===== config.mk =====
export PLATFORM = sky130hd
export DESIGN_NAME = mrp_to_quaternion_flat
export DESIGN_NICKNAME = d
export VERILOG_FILES = /design/src/sv/mrp_pkg.sv /design/src/sv/mrp_stream_if.sv /design/src/sv/mrp_square.sv /design/src/sv/mrp_prep.sv /design/src/sv/mrp_div_stage.sv /design/src/sv/mrp_pack.sv /design/src/sv/mrp_to_quaternion.sv /design/src/flat_wrapper.sv
export SDC_FILE = /design/constraint.sdc
export NUM_CORES = 1
export LEC_CHECK = 0
export ABC_AREA = 1
export BUFFER_PORTS_ARGS = -buffer_cell sky130_fd_sc_hd__buf_2
export CAP_MARGIN = 20
export CORE_ASPECT_RATIO = 1.25
export CORE_MARGIN = 3
export CORE_UTILIZATION = 50
export CTS_CLUSTER_DIAMETER = 30
export DETAILED_ROUTE_END_ITERATION = 6
export PLACE_DENSITY = 0.74
export SLEW_MARGIN = 20
export SYNTH_ARGS = -nofsm -noshare
export SYNTH_HDL_FRONTEND = slang
export SYNTH_SLANG_ARGS = --single-unit

===== constraint.sdc =====
create_clock -name clk -period 6.6 [get_ports clk]
set_clock_uncertainty 0.2 [all_clocks]
set_input_delay 0.33 -clock clk [delete_from_list [all_inputs] [get_ports clk]]
set_output_delay 0.33 -clock clk [all_outputs]
set_load 0.02 [all_outputs]

===== src/sv/mrp_pkg.sv =====
// Package with the shared types and constants of the MRP to quaternion pipeline.
`timescale 1ns / 1ps
`default_nettype none
package mrp_pkg;

  localparam int FRAC_BITS = 30;
  localparam int VEC_SHIFT = 25;
  localparam logic [63:0] ONE_Q48 = 64'd1 << 48;
  localparam logic [30:0] ONE_Q30 = 31'd1 << FRAC_BITS;

  typedef struct packed {
    logic signed [31:0] sigma_x;
    logic signed [31:0] sigma_y;
    logic signed [31:0] sigma_z;
    logic               shadow;
  } mrp_in_t;

  typedef struct packed {
    logic signed [31:0] quat_scalar;
    logic signed [31:0] quat_x;
    logic signed [31:0] quat_y;
    logic signed [31:0] quat_z;
  } quat_t;

  // Component magnitudes, their signs and squares, and the shadow flag.
  typedef struct packed {
    logic [2:0][31:0] mag;
    logic [2:0]       neg;
    logic [2:0][63:0] sq;
    logic             shadow;
  } sq_t;

  // Denominator and numerators; lane 0 is the scalar part.
  typedef struct packed {
    logic [63:0]      den;
    logic [3:0][63:0] num;
    logic [3:0]       neg;
  } sum_t;

  // Partial remainders and quotients of the four divisions.
  typedef struct packed {
    logic [63:0]      den;
    logic [3:0][63:0] rem;
    logic [3:0][30:0] quo;
    logic [3:0]       neg;
  } div_t;

endpackage
`default_nettype wire


===== src/sv/mrp_stream_if.sv =====
// Valid/ready stream interface that carries one payload per beat.
`timescale 1ns / 1ps
`default_nettype none
interface mrp_stream_if #(parameter type T = logic);
  logic valid;
  logic ready;
  T     data;
  modport source (output valid, output data, input ready);
  modport sink (input valid, input data, output ready);
endinterface
`default_nettype wire


===== src/sv/mrp_square.sv =====
// First stage: component magnitudes and their squares.
`timescale 1ns / 1ps
`default_nettype none
module mrp_square
  import mrp_pkg::*;
(
  input  logic    clk,
  input  logic    rst,
  input  logic    up_valid,
  output logic    up_ready,
  input  mrp_in_t up_data,
  output logic    dn_valid,
  input  logic    dn_ready,
  output sq_t     dn_data
);
  logic [2:0][31:0] comp;
  sq_t              sq_next;

  assign comp = {up_data.sigma_z, up_data.sigma_y, up_data.sigma_x};

  always_comb begin
    for (int i = 0; i < 3; i++) begin
      sq_next.neg[i] = comp[i][31];
      sq_next.mag[i] = comp[i][31] ? 32'd0 - comp[i] : comp[i];
      sq_next.sq[i]  = 64'(sq_next.mag[i]) * 64'(sq_next.mag[i]);
    end
    sq_next.shadow = up_data.shadow;
  end

  assign up_ready = !dn_valid || dn_ready;

  always_ff @(posedge clk) begin
    if (rst) begin
      dn_valid <= 1'b0;
    end else if (up_ready) begin
      dn_valid <= up_valid;
    end
  end

  always_ff @(posedge clk) begin
    if (up_ready) begin
      dn_data <= sq_next;
    end
  end
endmodule
`default_nettype wire


===== src/sv/mrp_prep.sv =====
// Two stages: sum of squares with numerators, then the leading quotient bit.
`timescale 1ns / 1ps
`default_nettype none
module mrp_prep
  import mrp_pkg::*;
(
  input  logic clk,
  input  logic rst,
  input  logic up_valid,
  output logic up_ready,
  input  sq_t  up_data,
  output logic dn_valid,
  input  logic dn_ready,
  output div_t dn_data
);
  logic [63:0] s2;
  sum_t        sum_next;
  sum_t        sum_q;
  logic        sum_v;
  logic        sum_ready;
  div_t        div_next;

  always_comb begin
    s2 = up_data.sq[0] + up_data.sq[1] + up_data.sq[2];
    sum_next.den = ONE_Q48 + s2;
    if (s2 <= ONE_Q48) begin
      sum_next.num[0] = ONE_Q48 - s2;
      sum_next.neg[0] = up_data.shadow;
    end else begin
      sum_next.num[0] = s2 - ONE_Q48;
      sum_next.neg[0] = !up_data.shadow;
    end
    for (int i = 0; i < 3; i++) begin
      sum_next.num[i+1] = {7'd0, up_data.mag[i], 25'd0};
      sum_next.neg[i+1] = up_data.neg[i] ^ up_data.shadow;
    end
  end

  assign up_ready = !sum_v || sum_ready;

  always_ff @(posedge clk) begin
    if (rst) begin
      sum_v <= 1'b0;
    end else if (up_ready) begin
      sum_v <= up_valid;
    end
  end

  always_ff @(posedge clk) begin
    if (up_ready) begin
      sum_q <= sum_next;
    end
  end

  // The integer bit is set only when a numerator equals the denominator.
  always_comb begin
    div_next.den = sum_q.den;
    div_next.neg = sum_q.neg;
    for (int i = 0; i < 4; i++) begin
      if (sum_q.num[i] >= sum_q.den) begin
        div_next.rem[i] = sum_q.num[i] - sum_q.den;
        div_next.quo[i] = 31'd1;
      end else begin
        div_next.rem[i] = sum_q.num[i];
        div_next.quo[i] = 31'd0;
      end
    end
  end

  assign sum_ready = !dn_valid || dn_ready;

  always_ff @(posedge clk) begin
    if (rst) begin
      dn_valid <= 1'b0;
    end else if (sum_ready) begin
      dn_valid <= sum_v;
    end
  end

  always_ff @(posedge clk) begin
    if (sum_ready) begin
      dn_data <= div_next;
    end
  end
endmodule
`default_nettype wire


===== src/sv/mrp_div_stage.sv =====
// One restoring division step for all four lanes.
`timescale 1ns / 1ps
`default_nettype none
module mrp_div_stage
  import mrp_pkg::*;
(
  input  logic clk,
  input  logic rst,
  input  logic up_valid,
  output logic up_ready,
  input  div_t up_data,
  output logic dn_valid,
  input  logic dn_ready,
  output div_t dn_data
);
  logic [3:0][64:0] shifted;
  div_t             div_next;

  always_comb begin
    div_next.den = up_data.den;
    div_next.neg = up_data.neg;
    for (int i = 0; i < 4; i++) begin
      shifted[i] = {up_data.rem[i], 1'b0};
      if (shifted[i] >= {1'b0, up_data.den}) begin
        div_next.rem[i] = 64'(shifted[i] - {1'b0, up_data.den});
        div_next.quo[i] = {up_data.quo[i][29:0], 1'b1};
      end else begin
        div_next.rem[i] = shifted[i][63:0];
        div_next.quo[i] = {up_data.quo[i][29:0], 1'b0};
      end
    end
  end

  assign up_ready = !dn_valid || dn_ready;

  always_ff @(posedge clk) begin
    if (rst) begin
      dn_valid <= 1'b0;
    end else if (up_ready) begin
      dn_valid <= up_valid;
    end
  end

  always_ff @(posedge clk) begin
    if (up_ready) begin
      dn_data <= div_next;
    end
  end
endmodule
`default_nettype wire


===== src/sv/mrp_pack.sv =====
// Last stage: clamp to one, apply the sign and hold the output beat.
`timescale 1ns / 1ps
`default_nettype none
module mrp_pack
  import mrp_pkg::*;
(
  input  logic  clk,
  input  logic  rst,
  input  logic  up_valid,
  output logic  up_ready,
  input  div_t  up_data,
  output logic  dn_valid,
  input  logic  dn_ready,
  output quat_t dn_data
);
  logic [3:0][30:0] mag;
  logic [3:0][31:0] word;

  always_comb begin
    for (int i = 0; i < 4; i++) begin
      mag[i]  = (up_data.quo[i] > ONE_Q30) ? ONE_Q30 : up_data.quo[i];
      word[i] = up_data.neg[i] ? 32'd0 - {1'b0, mag[i]} : {1'b0, mag[i]};
    end
  end

  assign up_ready = !dn_valid || dn_ready;

  always_ff @(posedge clk) begin
    if (rst) begin
      dn_valid <= 1'b0;
    end else if (up_ready) begin
      dn_valid <= up_valid;
    end
  end

  always_ff @(posedge clk) begin
    if (up_ready) begin
      dn_data.quat_scalar <= word[0];
      dn_data.quat_x      <= word[1];
      dn_data.quat_y      <= word[2];
      dn_data.quat_z      <= word[3];
    end
  end
endmodule
`default_nettype wire


===== src/sv/mrp_to_quaternion.sv =====
// Top level of the modified Rodrigues parameters to quaternion converter.
//
//   channel   | dir | payload                                   | beat
//   ----------+-----+-------------------------------------------+---------------
//   attitude  | in  | sigma_x/y/z Q7.24, shadow                 | one attitude
//   quat      | out | quat_scalar, quat_x/y/z Q1.30             | one quaternion
//
// An attitude is accepted in every cycle unless a held output beat has backed
// the pipeline up to the input. It passes 34 register stages: one squaring
// stage, one summing stage, one stage for the integer quotient bit, 30
// restoring division stages (one fraction bit each) and the output.
// Throughput is one beat per cycle while no held output beat stalls the input.
// Reset (rst, synchronous) clears only the valid bits of the stages.
// Each stage moves whenever it is empty or its successor moves, so bubbles
// are squeezed out; a held output beat stalls a stage only once every stage
// between it and the output is full.
`timescale 1ns / 1ps
`default_nettype none
module mrp_to_quaternion
  import mrp_pkg::*;
(
  input  logic         clk,
  input  logic         rst,
  mrp_stream_if.sink   attitude,
  mrp_stream_if.source quat
);
  // Squaring stage output.
  sq_t  sq_data;
  logic sq_valid;
  logic sq_ready;

  // Division chain; entry 0 comes from the prep stages, the last feeds the pack.
  div_t div_data  [0:FRAC_BITS];
  logic div_valid [0:FRAC_BITS];
  logic div_ready [0:FRAC_BITS];

  mrp_square u_square (
    .clk      (clk),
    .rst      (rst),
    .up_valid (attitude.valid),
    .up_ready (attitude.ready),
    .up_data  (attitude.data),
    .dn_valid (sq_valid),
    .dn_ready (sq_ready),
    .dn_data  (sq_data)
  );

  mrp_prep u_prep (
    .clk      (clk),
    .rst      (rst),
    .up_valid (sq_valid),
    .up_ready (sq_ready),
    .up_data  (sq_data),
    .dn_valid (div_valid[0]),
    .dn_ready (div_ready[0]),
    .dn_data  (div_data[0])
  );

  // Each stage produces one more fraction bit of all four quotients.
  for (genvar k = 0; k < FRAC_BITS; k++) begin : g_div
    mrp_div_stage u_stage (
      .clk      (clk),
      .rst      (rst),
      .up_valid (div_valid[k]),
      .up_ready (div_ready[k]),
      .up_data  (div_data[k]),
      .dn_valid (div_valid[k+1]),
      .dn_ready (div_ready[k+1]),
      .dn_data  (div_data[k+1])
    );
  end

  mrp_pack u_pack (
    .clk      (clk),
    .rst      (rst),
    .up_valid (div_valid[FRAC_BITS]),
    .up_ready (div_ready[FRAC_BITS]),
    .up_data  (div_data[FRAC_BITS]),
    .dn_valid (quat.valid),
    .dn_ready (quat.ready),
    .dn_data  (quat.data)
  );
endmodule
`default_nettype wire


===== src/flat_wrapper.sv =====
// flat-port wrapper written by rule: the top's interface ports become plain ports
module mrp_to_quaternion_flat import mrp_pkg::*;
  (clk, rst, attitude_valid, attitude_data, attitude_ready, quat_valid, quat_data, quat_ready);
  mrp_stream_if attitude_i ();
  mrp_stream_if quat_i ();
  input  logic clk;
  input  logic rst;
  input wire logic [$bits(attitude_i.valid)-1:0] attitude_valid;
  input wire logic [$bits(attitude_i.data)-1:0] attitude_data;
  output wire logic [$bits(attitude_i.ready)-1:0] attitude_ready;
  output wire logic [$bits(quat_i.valid)-1:0] quat_valid;
  output wire logic [$bits(quat_i.data)-1:0] quat_data;
  input wire logic [$bits(quat_i.ready)-1:0] quat_ready;
  assign attitude_i.valid = attitude_valid;
  assign attitude_i.data = attitude_data;
  assign attitude_ready = attitude_i.ready;
  assign quat_valid = quat_i.valid;
  assign quat_data = quat_i.data;
  assign quat_i.ready = quat_ready;
  mrp_to_quaternion u_core (.clk(clk), .rst(rst), .attitude(attitude_i), .quat(quat_i));
endmodule

* Yosys cells after proc, flatten, opt, wreduce, memory -nomap -nowiden
Index checks and enable logic that the tools add are counted.
Storage, ports and cells: bits in registers 34, latch bits 0, output and inout port bits 3, memories 0, memory bits (writable) 0, memory bits (read-only) 0
Cells by class: equality and inequality tests 0, multiplexer cells 0, add/sub/neg operators 0, div/mod/pow operators 0, shift operators 0, reductions and logical operators 68, order comparisons 0, multiply operators 0, bitwise gates (word level) 0
Operators by type and width (count):
- $logic_not 1->1 | 34
- $logic_or 1x1->1 | 34

* Logic depth before layout (Yosys ltp)
Gate-level depths: netlist of the first run.
depth in word-level cells 35, depth in mapped cells 19, gate-level depth less buffers 19

* Cells and area by module
A second synthesis of the first run with hierarchy kept.
Unflattened totals: cell total of the unflattened synthesis 215835, area, all modules 1380681.7 sq um
By module, submodules not included:
- mrp_div_stage | sequential area each 13472.9 sq um, area an instance 40851.7 sq um, instances 30, cells an instance 6560
- mrp_square | sequential area each 8608.3 sq um, area an instance 104039.8 sq um, instances 1, cells an instance 12395
- mrp_prep | sequential area each 16706.0 sq um, area an instance 42269.3 sq um, instances 1, cells an instance 5481
- mrp_pack | sequential area each 3863.7 sq um, area an instance 8818.5 sq um, instances 1, cells an instance 1158
- mrp_to_quaternion | sequential area each 0.0 sq um, area an instance 3.8 sq um, instances 1, cells an instance 1

* Least setup slack after synthesis of the first run
Ideal clock, no wire load.
path kind reg2out, start reg u_core.u_pack.dn_valid, end out attitude_ready, buffers on the path 0, cell stages (with the launch flop) 18, arrival time 2.367 ns, data required time 6.070 ns, slack 3.703 ns, cells stage by stage dfxtp_1 nand3_2 nor2_2 nand4_2 nor2_2 nand4_2 nor2_2 nand4_2 nor2_2 nand4_2 nor2_2 nand4_2 nor2_4 nand4_4 nor2_4 nand4_4 nor2_4 nand4_4
Between the ends: word-level cells in the longest chain between the ends 35
RTL lines:
- start: declaration | RTL line mrp_pack.sv:12 | output logic dn_valid,
- start signal: assignment | RTL line mrp_pack.sv:32 | dn_valid <= up_valid;
- $logic_not 1->1 | RTL line mrp_pack.sv:26 | assign up_ready = !dn_valid || dn_ready;
- $logic_or 1x1->1 | RTL line mrp_pack.sv:26
- $logic_or 1x1->1 (30 in series) | RTL line mrp_div_stage.sv:34 | assign up_ready = !dn_valid || dn_ready;
- $logic_or 1x1->1 | RTL line mrp_prep.sv:70 | assign sum_ready = !dn_valid || dn_ready;
- $logic_or 1x1->1 | RTL line mrp_prep.sv:39 | assign up_ready = !sum_v || sum_ready;
- $logic_or 1x1->1 | RTL line mrp_square.sv:30 | assign up_ready = !dn_valid || dn_ready;
- end: declaration | RTL line flat_wrapper.sv:10 | output wire logic [$bits(attitude_i.ready)-1:0] attitude_ready;
No other way between the ends.

* Worst setup path in the final report of the first run
Ends and elaborated chain as after synthesis.

==> results.py, run 1 <==
metrics = {
    "outcome": {
        "status": "complete, no violations",
    },
    "hold_path": {
        "whs_path_depth": 3,
        "min_from": "attitude_valid",
        "whs_endpoint": "u_core.u_square.dn_valid$_SDFFE_PP0P_",
        "hold_path_class": "input port to register",
    },
    "layout": {
        "drive_above_1_share": 0.218,
        "fill_cells": 214,
        "layout_common_cells": "dfxtp_1, inv_1, a21oi_1, nor2_1",
        "mostFrequentLayoutCell": "dfxtp_1",
        "n_antenna_cell": 0,
        "seq_area_sq_um": 681,
        "fin_nets": 151,
        "multiInputGateArea_sq_um": 468,
        "syn2layout_area_growth_pct": 7.99,
        "design_area_sq_mm": 0.00137,
    },
    "timing": {
        "slew_viol_final": 0,
        "finalCritPeriodShare": 0.517,
        "hold_slack_ns": 0.0508,
        "slew_headroom": 0.637,
        "finalCriticalPeriod_ns": 3.41,
        "tightest_slew_ns": 0.544,
        "rsz0062_at_grt": "false",
        "fin_setup_tns_ns": 0,
        "hold_violations": 0,
        "fmax_mhz": 293,
        "setup_viol": 0,
    },
    "worst_setup_path": {
        "end_kind": "primary output",
        "arrival_ns": 2.88,
        "r2r_end": "u_core.u_square.dn_valid$_SDFFE_PP0P_",
        "startpoint_type": "register",
        "crit_required_ns": 6.07,
        "ff2ff_setup_slack_ns": 3.82,
        "cp_max_fo": 4,
        "r2r_cells": 18,
        "critical_path_class": "register to primary output",
        "startpoint": "u_core.u_pack.dn_valid$_SDFFE_PP0P_",
        "r2r_start": "u_core.u_pack.dn_valid$_SDFFE_PP0P_",
    },
    "die": {
        "die_w_um": 51.1,
        "core_area_sq_mm": 0.00231,
        "rows": 19,
        "initial_core_util": 0.550,
        "die-area_sq_mm": 0.00318,
        "die_y_um": 62.3,
        "pin_count": 8,
    },
    "synthesis": {
        "syn_nets": 144,
        "synth_cells": 139,
        "yosysTopAreaCell": "dfxtp_1",
        "ys_ff_latch": 34,
        "yosysSeqAreaShare": 0.536,
        "synth.distinct_cells": 17,
        "ys_warn_count": 0,
        "yosys.area.top_type_share": 0.536,
        "syn_area_sq_mm": 0.00127,
        "post_synth.cell_area_avg_sq_um": 9.13,
        "synthTopCellsByArea": "dfxtp_1, a21oi_1, inv_1",
    },
    "global_routing": {
        "grt_max_degree": 35,
        "grt_pass1_vias": 813,
        "antenna_found_initial": 0,
        "overflow": 0,
        "grt_pass1_wl_um": 3040,
        "grtUsageTotal": 0.131,
    },
    "drt": {
        "drtPass1Iterations": 4,
        "vias": 843,
        "drc": 0,
        "totalWireLength_um": 1680,
        "vias_per_cell": 4.74,
        "ant_nets": 0,
        "drtIter0Drc": 16,
        "wl_per_cell_um": 9.41,
    },
    "place": {
        "port_buffers": 5,
        "dpl_cell_area_sq_mm": 0.00131,
        "dp_hpwl_um": 1240,
        "place_congestion": 0.671,
    },
    "job": {
        "maxCapViolations": 0,
    },
    "power_and_ir_drop": {
        "leakage_nw": 0.522,
        "powerDensity_mw_per_mm2": 239,
        "vdd_drop_max_mv": 0.171,
    },
    "cts": {
        "cts.sinks": 34,
        "cts_resized": 0,
        "cts.htree.levels": 2,
        "clockRootBuffer": "clkbuf_4",
        "cts_setup_buffers": 0,
        "cts_hold_buf": 0,
        "cts_tree": "yes",
        "cts.path.max_buffers": 2,
        "cts_buffers": 5,
        "clk_latency_ns": 0.32,
        "cts.clk_slew.worst_paths_ns": 0.10,
    },
}
[critical path: stages (launching register included)]
cell	delay, ns
dfxtp_1	0.37
nand3_2	0.09
nor2_2	0.11
nand4_2	0.10
nor2_2	0.13
nand4_2	0.10
nor2_2	0.13
nand4_2	0.11
nor2_2	0.13
nand4_2	0.11
nor2_2	0.13
nand4_2	0.13
nor2_4	0.17
nand4_4	0.11
nor2_4	0.13
nand4_4	0.10
nor2_4	0.15
nand4_4	0.09
buf_2	0.17
[kinds of logic after synthesis]
group,count (synthesis),synth area share
DFF,34,0.536
buffers and inverters,31,0.0947
other,1,0.00296
and+or+nand+nor,44,0.240
AOI/OAI and AO/OA,29,0.126
[synthesized netlist by cell type]
master	number
nand2_1	1
a21oi_2	1
nand4_2	5
dfxtp_1	34
nor2_2	5
inv_1	26
a21oi_1	25
conb_1	1
o21ba_2	2
nor2_4	3
nor2_1	25
nand4_4	3
nand3_1	1
nand3_2	1
buf_4	1
a31oi_1	1
clkbuf_1	4
[per-layer routing]
metal | vias up | global-route usage | wire, um
li1 | 450 | - | -
met1 | 376 | 0.122 | 672
met2 | 12 | 0.215 | 886
met3 | 5 | 0.0718 | 72
met4 | 0 | 0.0808 | 43
met5 | - | 0 | 0
[area by class of cell]
type | count | area share
clock buffers | 7 | 0.0402
clock inverters | 1 | 0.00365
inverters | 26 | 0.0712
multi-input cells | 74 | 0.342
flip-flops and latches | 34 | 0.497
well taps | 31 | 0.0283
repair buffers | 5 | 0.0183
[sequential cells by signal, summed over array words and instances (netlist names)]
| register | flops |
|---|---|
| u_core.u_prep.dn_valid | 1 |
| u_core.u_prep.sum_v | 1 |
| u_core.u_square.dn_valid | 1 |
| u_core.u_pack.dn_valid | 1 |
| u_core.g_div.u_stage.dn_valid | 30 |
[how the worst max path moves through the flow]
stage,end,cells past startpoint,slack (ns)
final,attitude_ready,18,3.19
after global routing,attitude_ready,18,2.85
after CTS,attitude_ready,18,3.10
after detailed placement,attitude_ready,20,3.35
after global placement,attitude_ready,20,3.39
after floorplan,attitude_ready,17,3.70
[per-stage QoR]
| stage | std cells | total power, mW | worst slack, ns | utilization |
|---|---|---|---|---|
| final | 178 | 0.327 | 3.19 | 0.594 |
| after global routing | 178 | 0.347 | 2.85 | 0.594 |
| after detailed placement | 170 | 0.218 | 3.35 | 0.568 |
| after floorplan | 139 | 0.217 | 3.70 | - |
| after CTS | 178 | 0.332 | 3.10 | 0.594 |
| after global placement | 170 | 0.217 | 3.39 | 0.568 |
[where the power goes]
| group | switching, mW | leakage (nW) | total, mW | internal, mW |
|---|---|---|---|---|
| clock network | 0.0625 | 0.0353 | 0.114 | 0.0516 |
| registers | 0.00107 | 0.274 | 0.207 | 0.206 |
| logic | 0.00420 | 0.212 | 0.00573 | 0.00153 |
| total | 0.0677 | 0.522 | 0.327 | 0.259 |
Note: power is estimated with default switching activity, not from simulation.
==> inputs of run 2 (changes only) <==
--- a/config.mk
+++ b/config.mk
@@ -5,7 +5,7 @@
 export SDC_FILE = /design/constraint.sdc
 export NUM_CORES = 1
 export LEC_CHECK = 0
-export ABC_AREA = 1
+export ABC_AREA = 0
 export BUFFER_PORTS_ARGS = -buffer_cell sky130_fd_sc_hd__buf_2
 export CAP_MARGIN = 20
 export CORE_ASPECT_RATIO = 1.25
==> constraint.sdc (replaced) <==
create_clock -name clk -period 3.58 [get_ports clk]
set_clock_uncertainty 0.2 [all_clocks]
set_input_delay 0.179 -clock clk [delete_from_list [all_inputs] [get_ports clk]]
set_output_delay 0.179 -clock clk [all_outputs]
set_load 0.02 [all_outputs]
==> results.py, run 2 <==
metrics = {
    "outcome": {
        "status": "complete, no violations",
    },
    "place": {
        "dp_hpwl_um": 1540,
        "place_congestion": 0.754,
        "port_buffers": 5,
        "dpl_cell_area_sq_mm": 0.00135,
        "place_ws_ns": 1.38,
        "dp.cells": 174,
    },
    "timing": {
        "rsz0062_at_grt": "false",
        "finalCritPeriodShare": 0.747,
        "slew_headroom": 0.472,
        "setup_slack_ns": 0.905,
        "fmax_mhz": 374,
        "setup_viol": 0,
        "slew_viol_final": 0,
        "tightest_slew_ns": 0.786,
        "hold_violations": 0,
        "hold_slack_ns": 0.176,
        "fin_setup_tns_ns": 0,
        "finalCriticalPeriod_ns": 2.68,
    },
    "synthesis": {
        "synth.most_common_cell": "dfxtp_1",
        "synthTopCellsByArea": "dfxtp_1, nor2_1, inv_1",
        "post_synth.cell_area_avg_sq_um": 9.20,
        "synth.distinct_cells": 29,
        "ys_ff_latch": 34,
        "yosysSeqAreaShare": 0.521,
        "synth_flop_cell": "dfxtp_1",
        "synth_cells": 142,
        "syn_area_sq_mm": 0.00131,
        "synth_edf_count": 0,
        "ys_warn_count": 0,
        "yosys.area.top_type_share": 0.521,
        "synthTopCellsByCount": "dfxtp_1, nor2_1, inv_1, a21oi_1, nand3_1",
        "syn_nets": 147,
        "synthArstFlopShare": 0,
        "yosysTopAreaCell": "dfxtp_1",
    },
    "worst_setup_path": {
        "startpoint_type": "input port",
        "cp_max_fo": 8,
        "crit_required_ns": 3.20,
        "r2r_end": "u_core.u_square.dn_valid$_SDFFE_PP0P_",
        "r2r_start": "u_core.u_pack.dn_valid$_SDFFE_PP0P_",
        "ff2ff_setup_slack_ns": 1.68,
        "critical_path_class": "input port to primary output",
        "end_kind": "primary output",
        "r2r_cells": 4,
        "arrival_ns": 2.30,
    },
    "layout": {
        "regMostFlops": "u_core.g_div.u_stage.dn_valid",
        "largest_reg_flops": 30,
        "fill_cells": 225,
        "n_antenna_cell": 0,
        "fin_util": 0.589,
        "fin_nets": 155,
        "layout_common_cells": "dfxtp_1, nor2_1, inv_1, a21oi_1, nand3_1",
        "syn2layout_area_growth_pct": 10.6,
        "mostFrequentLayoutCell": "dfxtp_1",
        "instances_no_fill": 184,
        "design_area_sq_mm": 0.00145,
        "drive_above_1_share": 0.119,
    },
    "die": {
        "die-area_sq_mm": 0.00327,
        "core_area_sq_mm": 0.00245,
        "initial_core_util": 0.533,
        "die_y_um": 63.1,
        "die_w_um": 51.7,
        "rows": 20,
        "pin_count": 8,
    },
    "power_and_ir_drop": {
        "powerDensity_mw_per_mm2": 448,
        "leakage_nw": 0.523,
        "power_uw": 648,
        "vdd_drop_max_mv": 0.332,
    },
    "hold_path": {
        "hold_path_class": "input port to register",
        "whs_endpoint": "u_core.g_div[20].u_stage.dn_valid$_SDFFE_PP0P_",
        "min_from": "rst",
        "whs_path_depth": 2,
    },
    "global_routing": {
        "grtUsageTotal": 0.154,
        "grt_max_degree": 43,
        "overflow": 0,
        "grt_pass1_vias": 904,
        "antenna_found_initial": 0,
        "grt_pass1_wl_um": 3800,
    },
    "cts": {
        "cts.path.max_buffers": 2,
        "cts.sinks": 34,
        "cts_tree": "yes",
        "clk_latency_ns": 0.33,
        "cts_setup_buffers": 0,
        "cts_buffers": 5,
        "cts.clk_slew.worst_paths_ns": 0.09,
        "cts.htree.levels": 2,
        "clockRootBuffer": "clkbuf_4",
    },
    "drt": {
        "drc": 0,
        "vias": 1000,
        "drtPass1Iterations": 4,
        "vias_per_cell": 5.43,
        "ant_nets": 0,
        "totalWireLength_um": 2210,
        "drtIter0Drc": 17,
        "wl_per_cell_um": 12.0,
    },
    "job": {
        "maxCapViolations": 0,
    },
}
## run 2: routing by layer
layer  up-vias  GRT usage  routed length, um
met5         -          0                  0
met4         0     0.0590                 13
met3         2     0.0638                105
met2        19      0.252               1140
met1       466      0.174                949
li1        513          -                  -
## run 2: worst max-delay path by stage
| stage | start | endpoint | cells after the start |
|---|---|---|---|
| floorplan | u_core.u_pack.dn_valid$_SDFFE_PP0P_ | attitude_ready | 4 |
| global placement | u_core.u_pack.dn_valid$_SDFFE_PP0P_ | attitude_ready | 5 |
| detailed placement | u_core.u_pack.dn_valid$_SDFFE_PP0P_ | attitude_ready | 5 |
| CTS | quat_ready | attitude_ready | 7 |
| global route | quat_ready | attitude_ready | 7 |
| finish | quat_ready | attitude_ready | 7 |
## run 2: cell families after synthesis
logic type | share of synthesized area
AO/OA/AOI/OAI | 0.171
buffers and inverters | 0.0603
flip-flops | 0.521
other | 0.00287
AND/OR/NAND/NOR | 0.244
## run 2: final cells by class
type | instances | area (sq um) | share of cell area
Clock buffer | 8 | 78.8 | 0.0545
Inverter | 14 | 52.6 | 0.0364
Multi-Input combinational cell | 88 | 547 | 0.378
Sequential cell | 34 | 681 | 0.471
Tap cell | 33 | 41.3 | 0.0286
Timing Repair Buffer | 7 | 45.0 | 0.0312
## run 2: repair_timing
action,in CTS,in global routing
hold buffers,2,0
endpoints found under the hold margin,2,0
gates resized for setup,0,0
## run 2: power breakdown
group	switching, mW	internal [mW]	total [mW]
Sequential	0.00127	0.380	0.381
Combinational	0.00935	0.00639	0.0157
Clock	0.117	0.134	0.251
Total	0.127	0.520	0.648
## run 2: critical path, stage by stage
cell	delay, ns
dlygate4sd3_1	0.53
buf_2	0.13
nand4b_4	0.20
nor4_4	0.49
nand3_4	0.20
or3_1	0.40
buf_2	0.16
==> inputs of run 3 (changes only) <==
--- a/config.mk
+++ b/config.mk
@@ -13,7 +13,7 @@
 export CORE_UTILIZATION = 50
 export CTS_CLUSTER_DIAMETER = 30
 export DETAILED_ROUTE_END_ITERATION = 6
-export PLACE_DENSITY = 0.74
+export PLACE_DENSITY = 0.76
 export SLEW_MARGIN = 20
 export SYNTH_ARGS = -nofsm -noshare
 export SYNTH_HDL_FRONTEND = slang
==> constraint.sdc (replaced) <==
create_clock -name clk -period 2.15 [get_ports clk]
set_clock_uncertainty 0.2 [all_clocks]
set_input_delay 0.1075 -clock clk [delete_from_list [all_inputs] [get_ports clk]]
set_output_delay 0.1075 -clock clk [all_outputs]
set_load 0.02 [all_outputs]
==> results.py, run 3 (synthesis gave the netlist of run 2 again) <==
metrics = {
    "drt": {
        "drtIter0Drc": 22,
        "wl_per_cell_um": 13.8,
        "vias": 1062,
        "drtPass1Iterations": 4,
        "totalWireLength_um": 2640,
        "drt-met1-wl_um": 1050,
        "vias_per_cell": 5.56,
        "top_layer": "met4",
        "wl_met2_um": 1450,
        "drc": 0,
        "wl_met3_um": 101,
        "ant_nets": 0,
    },
    "outcome": {
        "status": "complete, no violations",
    },
    "die": {
        "die-area_sq_mm": 0.00327,
        "rows": 20,
        "pin_count": 8,
        "die_y_um": 63.1,
        "initial_core_util": 0.533,
        "die_w_um": 51.7,
        "core_area_sq_mm": 0.00245,
    },
    "layout": {
        "layout_common_cells": "dfxtp_1, nor2_1, inv_1, a21oi_1",
        "design_area_sq_mm": 0.00153,
        "regMostFlops": "u_core.g_div.u_stage.dn_valid",
        "fin_util": 0.623,
        "multiInputGateArea_sq_um": 569,
        "syn2layout_area_growth_pct": 17.0,
        "largest_reg_flops": 30,
        "fill_cells": 241,
        "drive_above_1_share": 0.228,
        "seq_area_sq_um": 698,
        "n_antenna_cell": 0,
        "mostFrequentLayoutCell": "dfxtp_1",
        "fin_nets": 162,
    },
    "worst_setup_path": {
        "cp_cell_sequence": "nand3_4 -> nor4_4 -> nand3_4 -> or3_4 -> buf_6",
        "cp_slowest_cell": "dfxtp_4",
        "critical_path_class": "register to primary output",
        "startpoint": "u_core.g_div[17].u_stage.dn_valid$_SDFFE_PP0P_",
        "startpoint_type": "register",
        "crit_buf_inv": 1,
        "crit_required_ns": 1.84,
        "cpMostUsedCell": "nand3_4",
        "r2r_start": "u_core.g_div[17].u_stage.dn_valid$_SDFFE_PP0P_",
        "path_delay_family": "simple AND/OR/NAND/NOR gates",
        "arrival_ns": 1.76,
        "cp_max_fo": 4,
        "slowest_delay_ns": 0.39,
        "end_kind": "primary output",
    },
    "timing": {
        "finalCriticalPeriod_ns": 2.06,
        "slew_headroom": 0.563,
        "rsz0062_at_grt": "false",
        "hold_violations": 0,
        "fin_setup_tns_ns": 0,
        "finalCritPeriodShare": 0.960,
        "slew_viol_final": 0,
        "setup_viol": 0,
        "tightest_slew_ns": 0.656,
        "fmax_mhz": 484,
    },
    "hold_path": {
        "min_from": "rst",
        "hold_path_class": "input port to register",
    },
    "cts": {
        "cts.htree.levels": 2,
        "cts_buffers": 5,
        "clk_latency_ns": 0.34,
        "clockRootBuffer": "clkbuf_4",
        "cts.path.max_buffers": 2,
        "cts_tree": "yes",
        "cts.sinks": 34,
        "cts.clk_slew.worst_paths_ns": 0.10,
    },
    "power_and_ir_drop": {
        "power_mw": 1.02,
        "vdd_drop_max_mv": 0.590,
        "powerDensity_mw_per_mm2": 668,
        "leakage_nw": 0.556,
    },
    "place": {
        "place_congestion": 0.780,
        "dpl_cell_area_sq_mm": 0.00137,
        "dp_hpwl_um": 1650,
        "port_buffers": 5,
    },
    "global_routing": {
        "grt_max_degree": 43,
        "overflow": 0,
        "grt_pass1_wl_um": 4450,
        "grtUsageTotal": 0.184,
        "antenna_found_initial": 0,
        "grt_pass1_vias": 1064,
    },
    "job": {
        "maxCapViolations": 0,
    },
}
[run 3: changes by cell type in the layout (fill, tap and decap cells not counted), moves of 2 or more]
cell      delta
dfxtp_1      -8
buf_4        +6
dfxtp_2      +5
dfxtp_4      +3
and3_1       -2
and3_2       +2
clkbuf_8     -2
[run 3: what timing repair did]
item                                   4_1_cts  5_1_grt
gates resized for setup                      4       15
setup buffers                                1        2
pin swaps                                    2        4
hold buffers                                 3        0
cloned                                       0        0
endpoints found under the hold margin        4        0
setup endpoints to repair                    1        1
[run 3: final timing paths]
kind              depth (start not counted)  slack, ns                                             end
setup / recovery                          5       0.09                                  attitude_ready
setup reg to reg                          5       0.36   u_core.g_div[0].u_stage.dn_valid$_SDFFE_PP0P_
hold reg to reg                           2       0.26   u_core.g_div[6].u_stage.dn_valid$_SDFFE_PP0P_
hold / removal                            2       0.09  u_core.g_div[23].u_stage.dn_valid$_SDFFE_PP0P_
[run 3: metrics by stage]
stage | setup slack, ns | hold WS, ns | std cells
5_1_grt | 0.0106 | 0.101 | 191
3_5_place_dp | 0.190 | 0.126 | 177
6_report | 0.0856 | 0.0856 | 191
2_1_floorplan | 0.0914 | 0.0260 | 142
4_1_cts | 0.000278 | 0.0740 | 189
3_3_place_gp | 0.224 | 0.126 | 177
[run 3: power breakdown]
part           internal, mW  total [mW]  switching, mW
Clock                 0.158       0.363          0.204
Combinational        0.0107      0.0266         0.0159
Sequential            0.628       0.631        0.00221
Total                 0.797        1.02          0.223
[run 3: cell type report]
cell class                      count  area share
Multi-Input combinational cell     88       0.373
Sequential cell                    34       0.457
Timing Repair Buffer               14      0.0696
Tap cell                           33      0.0270
Inverter                           14      0.0344
Clock buffer                        7      0.0360
Clock inverter                      1     0.00328
[run 3: routing by layer]
layer / vias up / track usage
met2: 16 / 0.318
met5: - / 0
met3: 4 / 0.0733
li1: 530 / -
met1: 512 / 0.187
met4: 0 / 0.0852
[run 3: worst register-to-register path, cell delays in order, from the launching register on]
cell and delay [ns]:
dfxtp_4 0.39, nand3_4 0.09, nor4_4 0.36, buf_4 0.20, nand3b_1 0.17, o41ai_1 0.29
